`config.mk`:
```
export PLATFORM = sky130hd
export DESIGN_NAME = lexer_token_nfa_matcher_unit
export DESIGN_NICKNAME = d
export VERILOG_FILES = /design/src/ltnm_pkg.sv /design/src/ltnm_front.sv /design/src/ltnm_queue.sv /design/src/ltnm_back.sv /design/src/lexer_token_nfa_matcher_unit.sv
export SDC_FILE = /design/constraint.sdc
export NUM_CORES = 1
export LEC_CHECK = 0
export BUFFER_PORTS_ARGS = -buffer_cell sky130_fd_sc_hd__buf_2
export CORE_MARGIN = 4
export CORE_UTILIZATION = 45
export CTS_CLUSTER_DIAMETER = 50
export DETAILED_ROUTE_END_ITERATION = 8
export GPL_ROUTABILITY_DRIVEN = 0
export GPL_TIMING_DRIVEN = 0
export PLACE_DENSITY = 0.67
export SLEW_MARGIN = 5
export SYNTH_ARGS = -nofsm -noshare
export SYNTH_HDL_FRONTEND = slang
export SYNTH_SLANG_ARGS = --single-unit
```
`constraint.sdc`:
```
create_clock -name clk -period 1.8 [get_ports clk]
set_input_delay 0.09 -clock clk [delete_from_list [all_inputs] [get_ports clk]]
set_output_delay 0.09 -clock clk [all_outputs]
set_load 0.05 [all_outputs]
```
`src/ltnm_pkg.sv`:
```
// Shared types and constants of the lexer token NFA matcher.
package ltnm_pkg;

  localparam int NUM_MATCHERS = 9;
  localparam int STATE_W      = 40;
  localparam int CFG_W        = 9;
  localparam int QUEUE_DEPTH  = 2;

  // Start sets of all nine matchers, packed from bit 0 in matcher order
  // with vector widths 5, 3, 3, 7, 7, 3, 2, 5, 5.
  localparam logic [STATE_W-1:0] START_ALL =
      (40'd1 <<  0) | (40'd3 <<  5) | (40'd3 <<  8) | (40'd3 << 11) |
      (40'd3 << 18) | (40'd3 << 25) | (40'd1 << 28) | (40'd1 << 30) |
      (40'd1 << 35);

  // Character classes of one byte, with the restart flag carried along.
  typedef struct packed {
    logic first;
    logic dec;
    logic hex;
    logic pm;
    logic dd;
    logic dot;
    logic quote;
    logic slash;
    logic cr;
    logic lf;
    logic ff;
    logic dollar;
    logic hash;
    logic special;
  } class_t;

  // Per matcher: any state active, and accepting state active.
  function automatic logic [NUM_MATCHERS-1:0] ok_of(input logic [STATE_W-1:0] s);
    ok_of = {|s[39:35], |s[34:30], |s[29:28], |s[27:25], |s[24:18],
             |s[17:11], |s[10:8], |s[7:5], |s[4:0]};
  endfunction

  function automatic logic [NUM_MATCHERS-1:0] acc_of(input logic [STATE_W-1:0] s);
    acc_of = {s[39], s[34], s[29], s[27], s[24], s[17], s[10], s[7], s[4]};
  endfunction

endpackage

```
`src/ltnm_front.sv`:
```
// Front end: takes one byte per transaction and sorts it into character classes.
module ltnm_front (
  input  logic                in_valid,
  output logic                in_ready,
  input  logic [7:0]          in_ch,
  input  logic                in_first,
  input  logic                q_full,
  output logic                q_push,
  output ltnm_pkg::class_t    q_data
);

  localparam logic [7:0] CH_DQUOTE = 8'h22;
  localparam logic [7:0] CH_QUOTE  = 8'h27;
  localparam logic [7:0] CH_COLON  = 8'h3a;
  localparam logic [7:0] CH_EQ     = 8'h3d;
  localparam logic [7:0] CH_COMMA  = 8'h2c;
  localparam logic [7:0] CH_DOT    = 8'h2e;
  localparam logic [7:0] CH_AT     = 8'h40;
  localparam logic [7:0] CH_CARET  = 8'h5e;
  localparam logic [7:0] CH_HASH   = 8'h23;
  localparam logic [7:0] CH_PLUS   = 8'h2b;
  localparam logic [7:0] CH_MINUS  = 8'h2d;
  localparam logic [7:0] CH_SPACE  = 8'h20;
  localparam logic [7:0] CH_TAB    = 8'h09;
  localparam logic [7:0] CH_DOLLAR = 8'h24;
  localparam logic [7:0] CH_LBRACE = 8'h7b;
  localparam logic [7:0] CH_RBRACE = 8'h7d;
  localparam logic [7:0] CH_LPAREN = 8'h28;
  localparam logic [7:0] CH_RPAREN = 8'h29;
  localparam logic [7:0] CH_LBRACK = 8'h5b;
  localparam logic [7:0] CH_RBRACK = 8'h5d;
  localparam logic [7:0] CH_LT     = 8'h3c;
  localparam logic [7:0] CH_GT     = 8'h3e;
  localparam logic [7:0] CH_CR     = 8'h0d;
  localparam logic [7:0] CH_LF     = 8'h0a;
  localparam logic [7:0] CH_VT     = 8'h0b;
  localparam logic [7:0] CH_FF     = 8'h0c;
  localparam logic [7:0] CH_SLASH  = 8'h2f;
  localparam logic [7:0] CH_D_LO   = 8'h64;
  localparam logic [7:0] CH_D_UP   = 8'h44;
  localparam logic [7:0] CH_0      = 8'h30;
  localparam logic [7:0] CH_9      = 8'h39;
  localparam logic [7:0] CH_A_LO   = 8'h61;
  localparam logic [7:0] CH_F_LO   = 8'h66;
  localparam logic [7:0] CH_A_UP   = 8'h41;
  localparam logic [7:0] CH_F_UP   = 8'h46;

  logic special;

  always_comb begin
    unique case (in_ch) inside
      CH_DQUOTE, CH_QUOTE, CH_COLON, CH_EQ, CH_COMMA, CH_DOT, CH_AT, CH_CARET,
      CH_HASH, CH_PLUS, CH_MINUS, CH_SPACE, CH_TAB, CH_DOLLAR, CH_LBRACE,
      CH_RBRACE, CH_LPAREN, CH_RPAREN, CH_LBRACK, CH_RBRACK, CH_LT, CH_GT,
      CH_CR, CH_LF, CH_VT, CH_FF: special = 1'b1;
      default: special = 1'b0;
    endcase
  end

  always_comb begin
    q_data.first   = in_first;
    q_data.dec     = (in_ch >= CH_0) && (in_ch <= CH_9);
    q_data.hex     = ((in_ch >= CH_0) && (in_ch <= CH_9)) ||
                     ((in_ch >= CH_A_LO) && (in_ch <= CH_F_LO)) ||
                     ((in_ch >= CH_A_UP) && (in_ch <= CH_F_UP));
    q_data.pm      = (in_ch == CH_PLUS) || (in_ch == CH_MINUS);
    q_data.dd      = (in_ch == CH_D_LO) || (in_ch == CH_D_UP);
    q_data.dot     = (in_ch == CH_DOT);
    q_data.quote   = (in_ch == CH_QUOTE);
    q_data.slash   = (in_ch == CH_SLASH);
    q_data.cr      = (in_ch == CH_CR);
    q_data.lf      = (in_ch == CH_LF);
    q_data.ff      = (in_ch == CH_FF);
    q_data.dollar  = (in_ch == CH_DOLLAR);
    q_data.hash    = (in_ch == CH_HASH);
    q_data.special = special;
  end

  assign in_ready = !q_full;
  assign q_push   = in_valid && !q_full;

endmodule

```
`src/ltnm_queue.sv`:
```
// Short queue of classified bytes between the front end and the NFA back end.
module ltnm_queue #(
  parameter int DEPTH = ltnm_pkg::QUEUE_DEPTH
) (
  input  logic             clk,
  input  logic             rst_n,
  input  logic             push,
  input  ltnm_pkg::class_t wr_data,
  output logic             full,
  input  logic             pop,
  output logic             not_empty,
  output ltnm_pkg::class_t rd_data
);

  localparam int AW = (DEPTH > 1) ? $clog2(DEPTH) : 1;
  localparam int CW = $clog2(DEPTH + 1);
  localparam logic [CW-1:0] DEPTH_C = CW'(DEPTH);

  ltnm_pkg::class_t mem [DEPTH];
  logic [AW-1:0] wr_ptr_r, wr_ptr_nxt;
  logic [AW-1:0] rd_ptr_r, rd_ptr_nxt;
  logic [CW-1:0] count_r, count_nxt;

  function automatic logic [AW-1:0] incr(input logic [AW-1:0] p);
    if (p == AW'(DEPTH - 1)) incr = '0;
    else incr = p + AW'(1);
  endfunction

  always_comb begin
    wr_ptr_nxt = push ? incr(wr_ptr_r) : wr_ptr_r;
    rd_ptr_nxt = pop  ? incr(rd_ptr_r) : rd_ptr_r;
    count_nxt  = count_r;
    if (push && !pop) count_nxt = count_r + CW'(1);
    else if (!push && pop) count_nxt = count_r - CW'(1);
  end

  always_ff @(posedge clk) begin
    if (!rst_n) begin
      wr_ptr_r <= '0;
      rd_ptr_r <= '0;
      count_r  <= '0;
    end else begin
      wr_ptr_r <= wr_ptr_nxt;
      rd_ptr_r <= rd_ptr_nxt;
      count_r  <= count_nxt;
    end
  end

  always_ff @(posedge clk) begin
    if (push) begin
      mem[wr_ptr_r] <= wr_data;
    end
  end

  assign rd_data   = mem[rd_ptr_r];
  assign full      = (count_r == DEPTH_C);
  assign not_empty = (count_r != '0);

  property p_count_bound;
    @(posedge clk) disable iff (!rst_n) count_r <= DEPTH_C;
  endproperty
  a_count_bound: assert property (p_count_bound) else $error("queue count overflow");

  property p_no_push_when_full;
    @(posedge clk) disable iff (!rst_n) push |-> !full;
  endproperty
  a_no_push_when_full: assert property (p_no_push_when_full)
    else $error("push into a full queue");

  property p_no_pop_when_empty;
    @(posedge clk) disable iff (!rst_n) pop |-> not_empty;
  endproperty
  a_no_pop_when_empty: assert property (p_no_pop_when_empty)
    else $error("pop from an empty queue");

endmodule

```
`src/ltnm_back.sv`:
```
// Back end: steps the nine state vectors and holds the result for the receiver.
module ltnm_back (
  input  logic                                  clk,
  input  logic                                  rst_n,
  input  logic                                  q_not_empty,
  input  ltnm_pkg::class_t                      q_data,
  output logic                                  q_pop,
  input  logic                                  cfg_we,
  input  logic [ltnm_pkg::CFG_W-1:0]            cfg_data,
  output logic                                  out_valid,
  input  logic                                  out_ready,
  output logic [ltnm_pkg::NUM_MATCHERS-1:0]     out_ok_mask,
  output logic [ltnm_pkg::NUM_MATCHERS-1:0]     out_accept_mask,
  output logic                                  out_any_ok,
  output logic                                  out_any_accept
);

  logic [ltnm_pkg::STATE_W-1:0]      active_r, active_nxt, cur;
  logic [ltnm_pkg::CFG_W-1:0]        enable_r;
  logic                              out_valid_r, out_valid_nxt;
  logic [ltnm_pkg::NUM_MATCHERS-1:0] ok_r, acc_r, ok_n, acc_n;
  logic                              any_ok_r, any_acc_r;
  logic [4:0] s0, n0;
  logic [2:0] s1, n1, s2, n2, s5, n5;
  logic [6:0] s3, n3, s4, n4;
  logic [1:0] s6, n6;
  logic [4:0] s7, n7, s8, n8;
  logic       inner;
  ltnm_pkg::class_t c;

  assign c   = q_data;
  assign cur = c.first ? ltnm_pkg::START_ALL : active_r;
  assign {s8, s7, s6, s5, s4, s3, s2, s1, s0} = cur;

  always_comb begin
    inner = !(c.quote || c.lf || c.cr || c.ff);

    // Line comment.
    n0[0] = 1'b0;
    n0[1] = s0[0] && c.slash;
    n0[2] = (s0[1] && c.slash) || (s0[2] && !c.cr && !c.lf);
    n0[3] = s0[2] && c.lf;
    n0[4] = (s0[2] && (c.lf || c.cr)) || (s0[3] && c.lf);

    // Integer and integer date.
    n1[0] = 1'b0;
    n1[1] = (s1[0] && c.pm) || (s1[1] && c.dec);
    n1[2] = s1[1] && c.dec;
    n2[0] = 1'b0;
    n2[1] = (s2[0] && c.pm) || (s2[1] && c.dec);
    n2[2] = s2[1] && c.dd;

    // Float.
    n3[0] = 1'b0;
    n3[1] = s3[0] && c.pm;
    n3[2] = (s3[1] || s3[2]) && c.dec;
    n3[3] = (s3[2] && c.dot) || (s3[3] && c.dec);
    n3[4] = s3[1] && c.dot;
    n3[5] = (s3[4] || s3[5]) && c.dec;
    n3[6] = (s3[2] && c.dot) || ((s3[3] || s3[4] || s3[5]) && c.dec);

    // Float date.
    n4[0] = 1'b0;
    n4[1] = s4[0] && c.pm;
    n4[2] = (s4[1] || s4[2]) && c.dec;
    n4[3] = (s4[2] && c.dot) || (s4[3] && c.dec);
    n4[4] = s4[1] && c.dot;
    n4[5] = (s4[4] || s4[5]) && c.dec;
    n4[6] = (s4[3] || s4[5]) && c.dd;

    // Hex.
    n5[0] = 1'b0;
    n5[1] = (s5[0] && c.dollar) || (s5[1] && c.hex);
    n5[2] = s5[1] && c.hex;

    // Bare identifier: the start state loops on itself.
    n6[0] = s6[0] && !c.special;
    n6[1] = s6[0] && !c.special;

    // Quoted string; a doubled quote returns to the body.
    n7[0] = 1'b0;
    n7[1] = (s7[0] && c.quote) || ((s7[1] || s7[3]) && inner);
    n7[2] = s7[1] && c.quote;
    n7[3] = s7[2] && c.quote;
    n7[4] = (s7[1] || s7[3]) && c.quote;

    // Char code.
    n8[0] = 1'b0;
    n8[1] = s8[0] && c.hash;
    n8[2] = (s8[1] && c.dollar) || (s8[2] && c.hex);
    n8[3] = (s8[0] && c.hash) || (s8[3] && c.dec);
    n8[4] = (s8[2] && c.hex) || (s8[3] && c.dec);
  end

  assign ok_n  = ltnm_pkg::ok_of({n8, n7, n6, n5, n4, n3, n2, n1, n0});
  assign acc_n = ltnm_pkg::acc_of({n8, n7, n6, n5, n4, n3, n2, n1, n0});

  assign q_pop = q_not_empty && (!out_valid_r || out_ready);

  always_comb begin
    active_nxt    = q_pop ? {n8, n7, n6, n5, n4, n3, n2, n1, n0} : active_r;
    out_valid_nxt = q_pop || (out_valid_r && !out_ready);
  end

  always_ff @(posedge clk) begin
    if (!rst_n) begin
      active_r    <= ltnm_pkg::START_ALL;
      enable_r    <= '1;
      out_valid_r <= 1'b0;
    end else begin
      active_r    <= active_nxt;
      out_valid_r <= out_valid_nxt;
      if (cfg_we) begin
        enable_r <= cfg_data;
      end
    end
  end

  always_ff @(posedge clk) begin
    if (q_pop) begin
      ok_r      <= ok_n;
      acc_r     <= acc_n;
      any_ok_r  <= |(ok_n & enable_r);
      any_acc_r <= |(acc_n & enable_r);
    end
  end

  assign out_valid       = out_valid_r;
  assign out_ok_mask     = ok_r;
  assign out_accept_mask = acc_r;
  assign out_any_ok      = any_ok_r;
  assign out_any_accept  = any_acc_r;

  property p_pop_gives_result;
    @(posedge clk) disable iff (!rst_n) q_pop |=> out_valid_r;
  endproperty
  a_pop_gives_result: assert property (p_pop_gives_result)
    else $error("popped byte produced no result");

  property p_accept_implies_ok;
    @(posedge clk) disable iff (!rst_n) out_valid_r |-> ((acc_r & ~ok_r) == '0);
  endproperty
  a_accept_implies_ok: assert property (p_accept_implies_ok)
    else $error("accept bit set on a dead matcher");

  property p_ok_tracks_state;
    @(posedge clk) disable iff (!rst_n)
      out_valid_r |-> (ok_r == ltnm_pkg::ok_of(active_r));
  endproperty
  a_ok_tracks_state: assert property (p_ok_tracks_state)
    else $error("reported ok mask differs from the held state vectors");

endmodule

```
`src/lexer_token_nfa_matcher_unit.sv`:
```
// Lexer token matcher: nine bit-parallel NFAs stepped by one byte per transaction.
//
// Input channel (in_valid/in_ready): one byte in_ch of a candidate token and
// in_first, which restarts every matcher at its start set before that byte.
// Result channel (out_valid/out_ready): per byte, out_ok_mask and
// out_accept_mask with one bit per matcher, plus their OR over the matchers
// enabled in the configuration register.
// Configuration channel (cfg_valid/cfg_ready): writes the 9-bit matcher
// enable; it is always ready and should only be written while no byte is
// in flight.
// An accepted byte is written into a short queue; the back end pops it, steps
// the state vectors and loads the result register, and the block sustains one
// byte per cycle while the receiver takes every result.
// When the receiver stalls, the result register holds, the queue fills, and
// in_ready drops once the queue is full.
// Reset clears the queue and the result valid flag, loads every start set and
// enables all matchers, so the first byte after reset needs no restart flag.
module lexer_token_nfa_matcher_unit #(
  parameter int QUEUE_DEPTH = ltnm_pkg::QUEUE_DEPTH
) (
  input  logic                              clk,
  input  logic                              rst_n,
  input  logic                              in_valid,
  output logic                              in_ready,
  input  logic [7:0]                        in_ch,
  input  logic                              in_first,
  output logic                              out_valid,
  input  logic                              out_ready,
  output logic [ltnm_pkg::NUM_MATCHERS-1:0] out_ok_mask,
  output logic [ltnm_pkg::NUM_MATCHERS-1:0] out_accept_mask,
  output logic                              out_any_ok,
  output logic                              out_any_accept,
  input  logic                              cfg_valid,
  output logic                              cfg_ready,
  input  logic [ltnm_pkg::CFG_W-1:0]        cfg_data
);

  ltnm_pkg::class_t push_data, pop_data;
  logic push, pop, full, not_empty;

  assign cfg_ready = 1'b1;

  ltnm_front u_front (
    .in_valid (in_valid),
    .in_ready (in_ready),
    .in_ch    (in_ch),
    .in_first (in_first),
    .q_full   (full),
    .q_push   (push),
    .q_data   (push_data)
  );

  ltnm_queue #(
    .DEPTH (QUEUE_DEPTH)
  ) u_queue (
    .clk       (clk),
    .rst_n     (rst_n),
    .push      (push),
    .wr_data   (push_data),
    .full      (full),
    .pop       (pop),
    .not_empty (not_empty),
    .rd_data   (pop_data)
  );

  ltnm_back u_back (
    .clk             (clk),
    .rst_n           (rst_n),
    .q_not_empty     (not_empty),
    .q_data          (pop_data),
    .q_pop           (pop),
    .cfg_we          (cfg_valid && cfg_ready),
    .cfg_data        (cfg_data),
    .out_valid       (out_valid),
    .out_ready       (out_ready),
    .out_ok_mask     (out_ok_mask),
    .out_accept_mask (out_accept_mask),
    .out_any_ok      (out_any_ok),
    .out_any_accept  (out_any_accept)
  );

endmodule

```
==> flow_summary.json <==
{
  "setup_slack_ns": -0.360,
  "worstMarginPinSlew_ns": 0.758,
  "portBuffers": 40,
  "routedWlPerCell_microns": 16.3,
  "vdd_drop_max_uv": 537,
  "yosys.area.top_type": "edfxtp_1",
  "die_area_sq_um": 10200,
  "synthFlopType": "edfxtp_1",
  "min_path_type": "in2reg",
  "finalPower_w": 0.00756,
  "antenna_left": 0,
  "ctsRootBufferMaster": "clkbuf_8",
  "cp_cell_sequence": "buf_4 -> mux2_4 -> buf_8 -> nor2_4 -> a21o_1 -> nand4_1 -> a221oi_2 -> nand4_1",
  "drv_slew": 0,
  "cp.arrival_ns": 2.24,
  "holdPathStages": 3,
  "grt_max_degree": 29,
  "cts_tree": "yes",
  "combPwrFrac_pct": 44.6,
  "rr_endpoint": "u_back.out_any_ok",
  "ys_warn_count": 0,
  "p_leak_nw": 1.84,
  "postPlaceCellArea_sq_um": 4270,
  "row_count": 33,
  "clockPowerShare_pct": 16.8,
  "final_cells": 562,
  "dp_cells": 519,
  "async_flop_share_pct": 0,
  "finalHoldViolations": 0,
  "ios": 46,
  "cts_buffer_depth": 2,
  "relSlewSlack_pct": 49.4,
  "yosysSeqAreaShare_pct": 55.4,
  "cts.sink_count": 84,
  "numCtsBuffers": 9,
  "cp_common_cell": "nand4_1",
  "timing.fmax_mhz": 463,
  "drive_gt1_share_pct": 24.9,
  "die_w_microns": 101,
  "dr_total_vias": 3172,
  "startpoint_type": "flip-flop",
  "route.detailed.drc": 0,
  "r2r_cells": 8,
  "clk_pin_slew_ns": 0.08,
  "diodes": 0,
  "fin_nets": 476,
  "syn_avg_cell_area_sq_um": 10.4,
  "slowest_delay_ns": 0.40,
  "synth_area_leaders": "edfxtp_1, dfxtp_1, nand2_1",
  "rrSetupSlack_ns": -0.36,
  "p_per_area_nw_per_um2": 1560,
  "syn_to_final_growth_pct": 25.0,
  "syn_nets": 398,
  "grt_setup_unrepaired": "true",
  "dp_hpwl_microns": 6440,
  "via_per_inst": 5.64,
  "clock_skew_ns": 0.0106,
  "first_global_vias": 2957,
  "hp-start": "out_ready",
  "violations": "setup timing",
  "die-height_microns": 101,
  "internal-power_w": 0.00453,
  "synthDominantCellAreaShare_pct": 36.4,
  "sw_frac_of_total_pct": 40.0,
  "antenna_found_initial": 0,
  "worstSetupPathType": "reg2reg",
  "critPathMaxFanout": 4,
  "clk_latency_ns": 0.34,
  "final.period_utilization_pct": 120,
  "ys_ff_latch": 84,
  "end_kind": "flip-flop",
  "setup_violations": 7,
  "period_needed_ns": 2.16,
  "hold_end": "u_back.out_valid",
  "totalWireLength_microns": 9140,
  "cap_viol_max_count": 0,
  "grt_usage_pct": 18.2,
  "coreArea_sq_um": 8300,
  "grt_pass1_wl_microns": 14500,
  "setup_tns_ns": -1.05,
  "synth-edff-count": 47,
  "design_area_sq_um": 4850,
  "initialDrtViolationCount": 213,
  "fin_util_pct": 58.5,
  "synthCells": 374,
  "status": "finished with violations",
  "cp.required_ns": 1.88,
  "seq_power_share_pct": 38.6,
  "p_switching_w": 0.00303,
  "cpMaxStageDelayCell": "dfxtp_4",
  "grt_overflow": 0,
  "firstDrtPassIters": 5,
  "synth_cell_types": 64,
  "htree_levels": 3,
  "syn_area_sq_um": 3880,
  "start_util_pct": 46.8
}
## cells in the final DEF, fill, tap and decap left out, types with 3 or more instances in the layout
| cell | count |
|---|---|
| a31oi_1 | 4 |
| o31a_1 | 3 |
| nor3_1 | 8 |
| o21ai_0 | 10 |
| inv_1 | 8 |
| nor2b_1 | 8 |
| mux2i_1 | 12 |
| o21a_1 | 6 |
| clkbuf_1 | 14 |
| buf_6 | 5 |
| a21oi_1 | 11 |
| dfxtp_1 | 33 |
| a22oi_1 | 3 |
| and2_1 | 4 |
| clkbuf_8 | 9 |
| nor2_1 | 32 |
| mux2i_4 | 3 |
| a22o_1 | 3 |
| nor4_1 | 3 |
| dlygate4sd3_1 | 10 |
| buf_2 | 40 |
| buf_4 | 17 |
| edfxtp_1 | 47 |
| a21boi_0 | 5 |
| nand2_1 | 56 |
| buf_12 | 3 |
| o22ai_1 | 7 |
| nand2b_1 | 10 |
| nand3_1 | 6 |
## Yosys cell counts, drive strengths merged (6+ instances only)
cell type / number
edfxtp: 47
nor2: 34
o22ai: 7
a21oi: 12
nor3: 8
inv: 10
nor2b: 8
buf: 8
o21a: 7
o21ai: 10
mux2i: 15
dfxtp: 37
clkbuf: 16
a21boi: 6
nand3: 7
nand2b: 11
nand2: 56
## final cells by class
type | instances | area (sq um)
fill | 698 | 3450
inverter | 10 | 41.3
sequential | 84 | 2160
clock inverter | 5 | 52.6
buffer | 22 | 174
timing repair buffer | 69 | 475
multi-input combinational | 256 | 1690
tap | 105 | 131
clock buffer | 11 | 131
## worst max path at each step
stage               slack [ns]           endpoint               start
floorplan                -0.13  u_back.out_any_ok  u_queue.mem[1][13]
global placement         -0.46  u_back.out_any_ok  u_queue.mem[1][13]
detailed placement       -0.47  u_back.out_any_ok  u_queue.mem[1][13]
CTS                      -0.35  u_back.out_any_ok  u_queue.mem[1][13]
global route             -0.43  u_back.out_any_ok  u_queue.mem[1][13]
finish                   -0.36  u_back.out_any_ok           flip-flop
## repair_timing
item | in CTS | in global routing
pin swaps | 5 | 10
cloned | 0 | 0
hold endpoints to repair | 11 | 0
endpoints found under the setup margin | 35 | 34
buffers inserted | 7 | 12
hold buffers | 10 | 0
resized for setup | 10 | 23
## metal layers
layer	wire (microns)	global-route usage, %	vias up	share of wire [%]
met4	236	7.67	0	2.6
li1	-	-	1513	-
met1	3840	22.6	1515	42
met3	499	2.70	21	5.5
met5	0	0	-	0
met2	4570	31.6	123	50
## per-stage QoR
step | hold slack (ns) | setup slack [ns]
6_report | 0.133 | -0.360
5_1_grt | 0.140 | -0.433
3_3_place_gp | 0.286 | -0.462
3_5_place_dp | 0.295 | -0.475
2_1_floorplan | 0.189 | -0.133
4_1_cts | 0.113 | -0.350
## worst max-delay path, delay by kind of cell, from the launching register on
kind / cells / cell delay, ns
AO/OA/AOI/OAI: 2 / 0.46
AND/OR/NAND/NOR: 3 / 0.43
multiplexers: 1 / 0.34
buffers and inverters: 2 / 0.26
flip-flops: 1 / 0.40
## power groups by stage
stage / Combinational, W / Clock [W] / Sequential (W)
2_1_floorplan: 0.00153 / 0 / 0.00361
3_3_place_gp: 0.00285 / 0 / 0.00291
3_5_place_dp: 0.00288 / 0 / 0.00294
4_1_cts: 0.00301 / 0.00130 / 0.00290
5_1_grt: 0.00361 / 0.00139 / 0.00296
6_report: 0.00337 / 0.00127 / 0.00291
## cell families after synthesis
family                   Yosys count  synth area share (%)
AND/OR/NAND/NOR                  148                  18.1
AO/OA/AOI/OAI                     84                  15.5
flip-flops                        84                  55.4
buffers and inverters             34                  4.48
multiplexers                      18                  5.16
XOR/XNOR                           4                 0.903
adder cells (fa/ha/maj)            1                 0.322
other                              1                0.0966
## registers in the layout, summed over array words and instances (netlist names), 2 cells and up, named ones only
signal	cells
u_queue.count_r	2
u_back.enable_r	9
u_back.active_r	22
u_back.out_accept_mask	9
u_queue.mem	28
u_back.out_ok_mask	8
(Power assumes the default switching activity.)
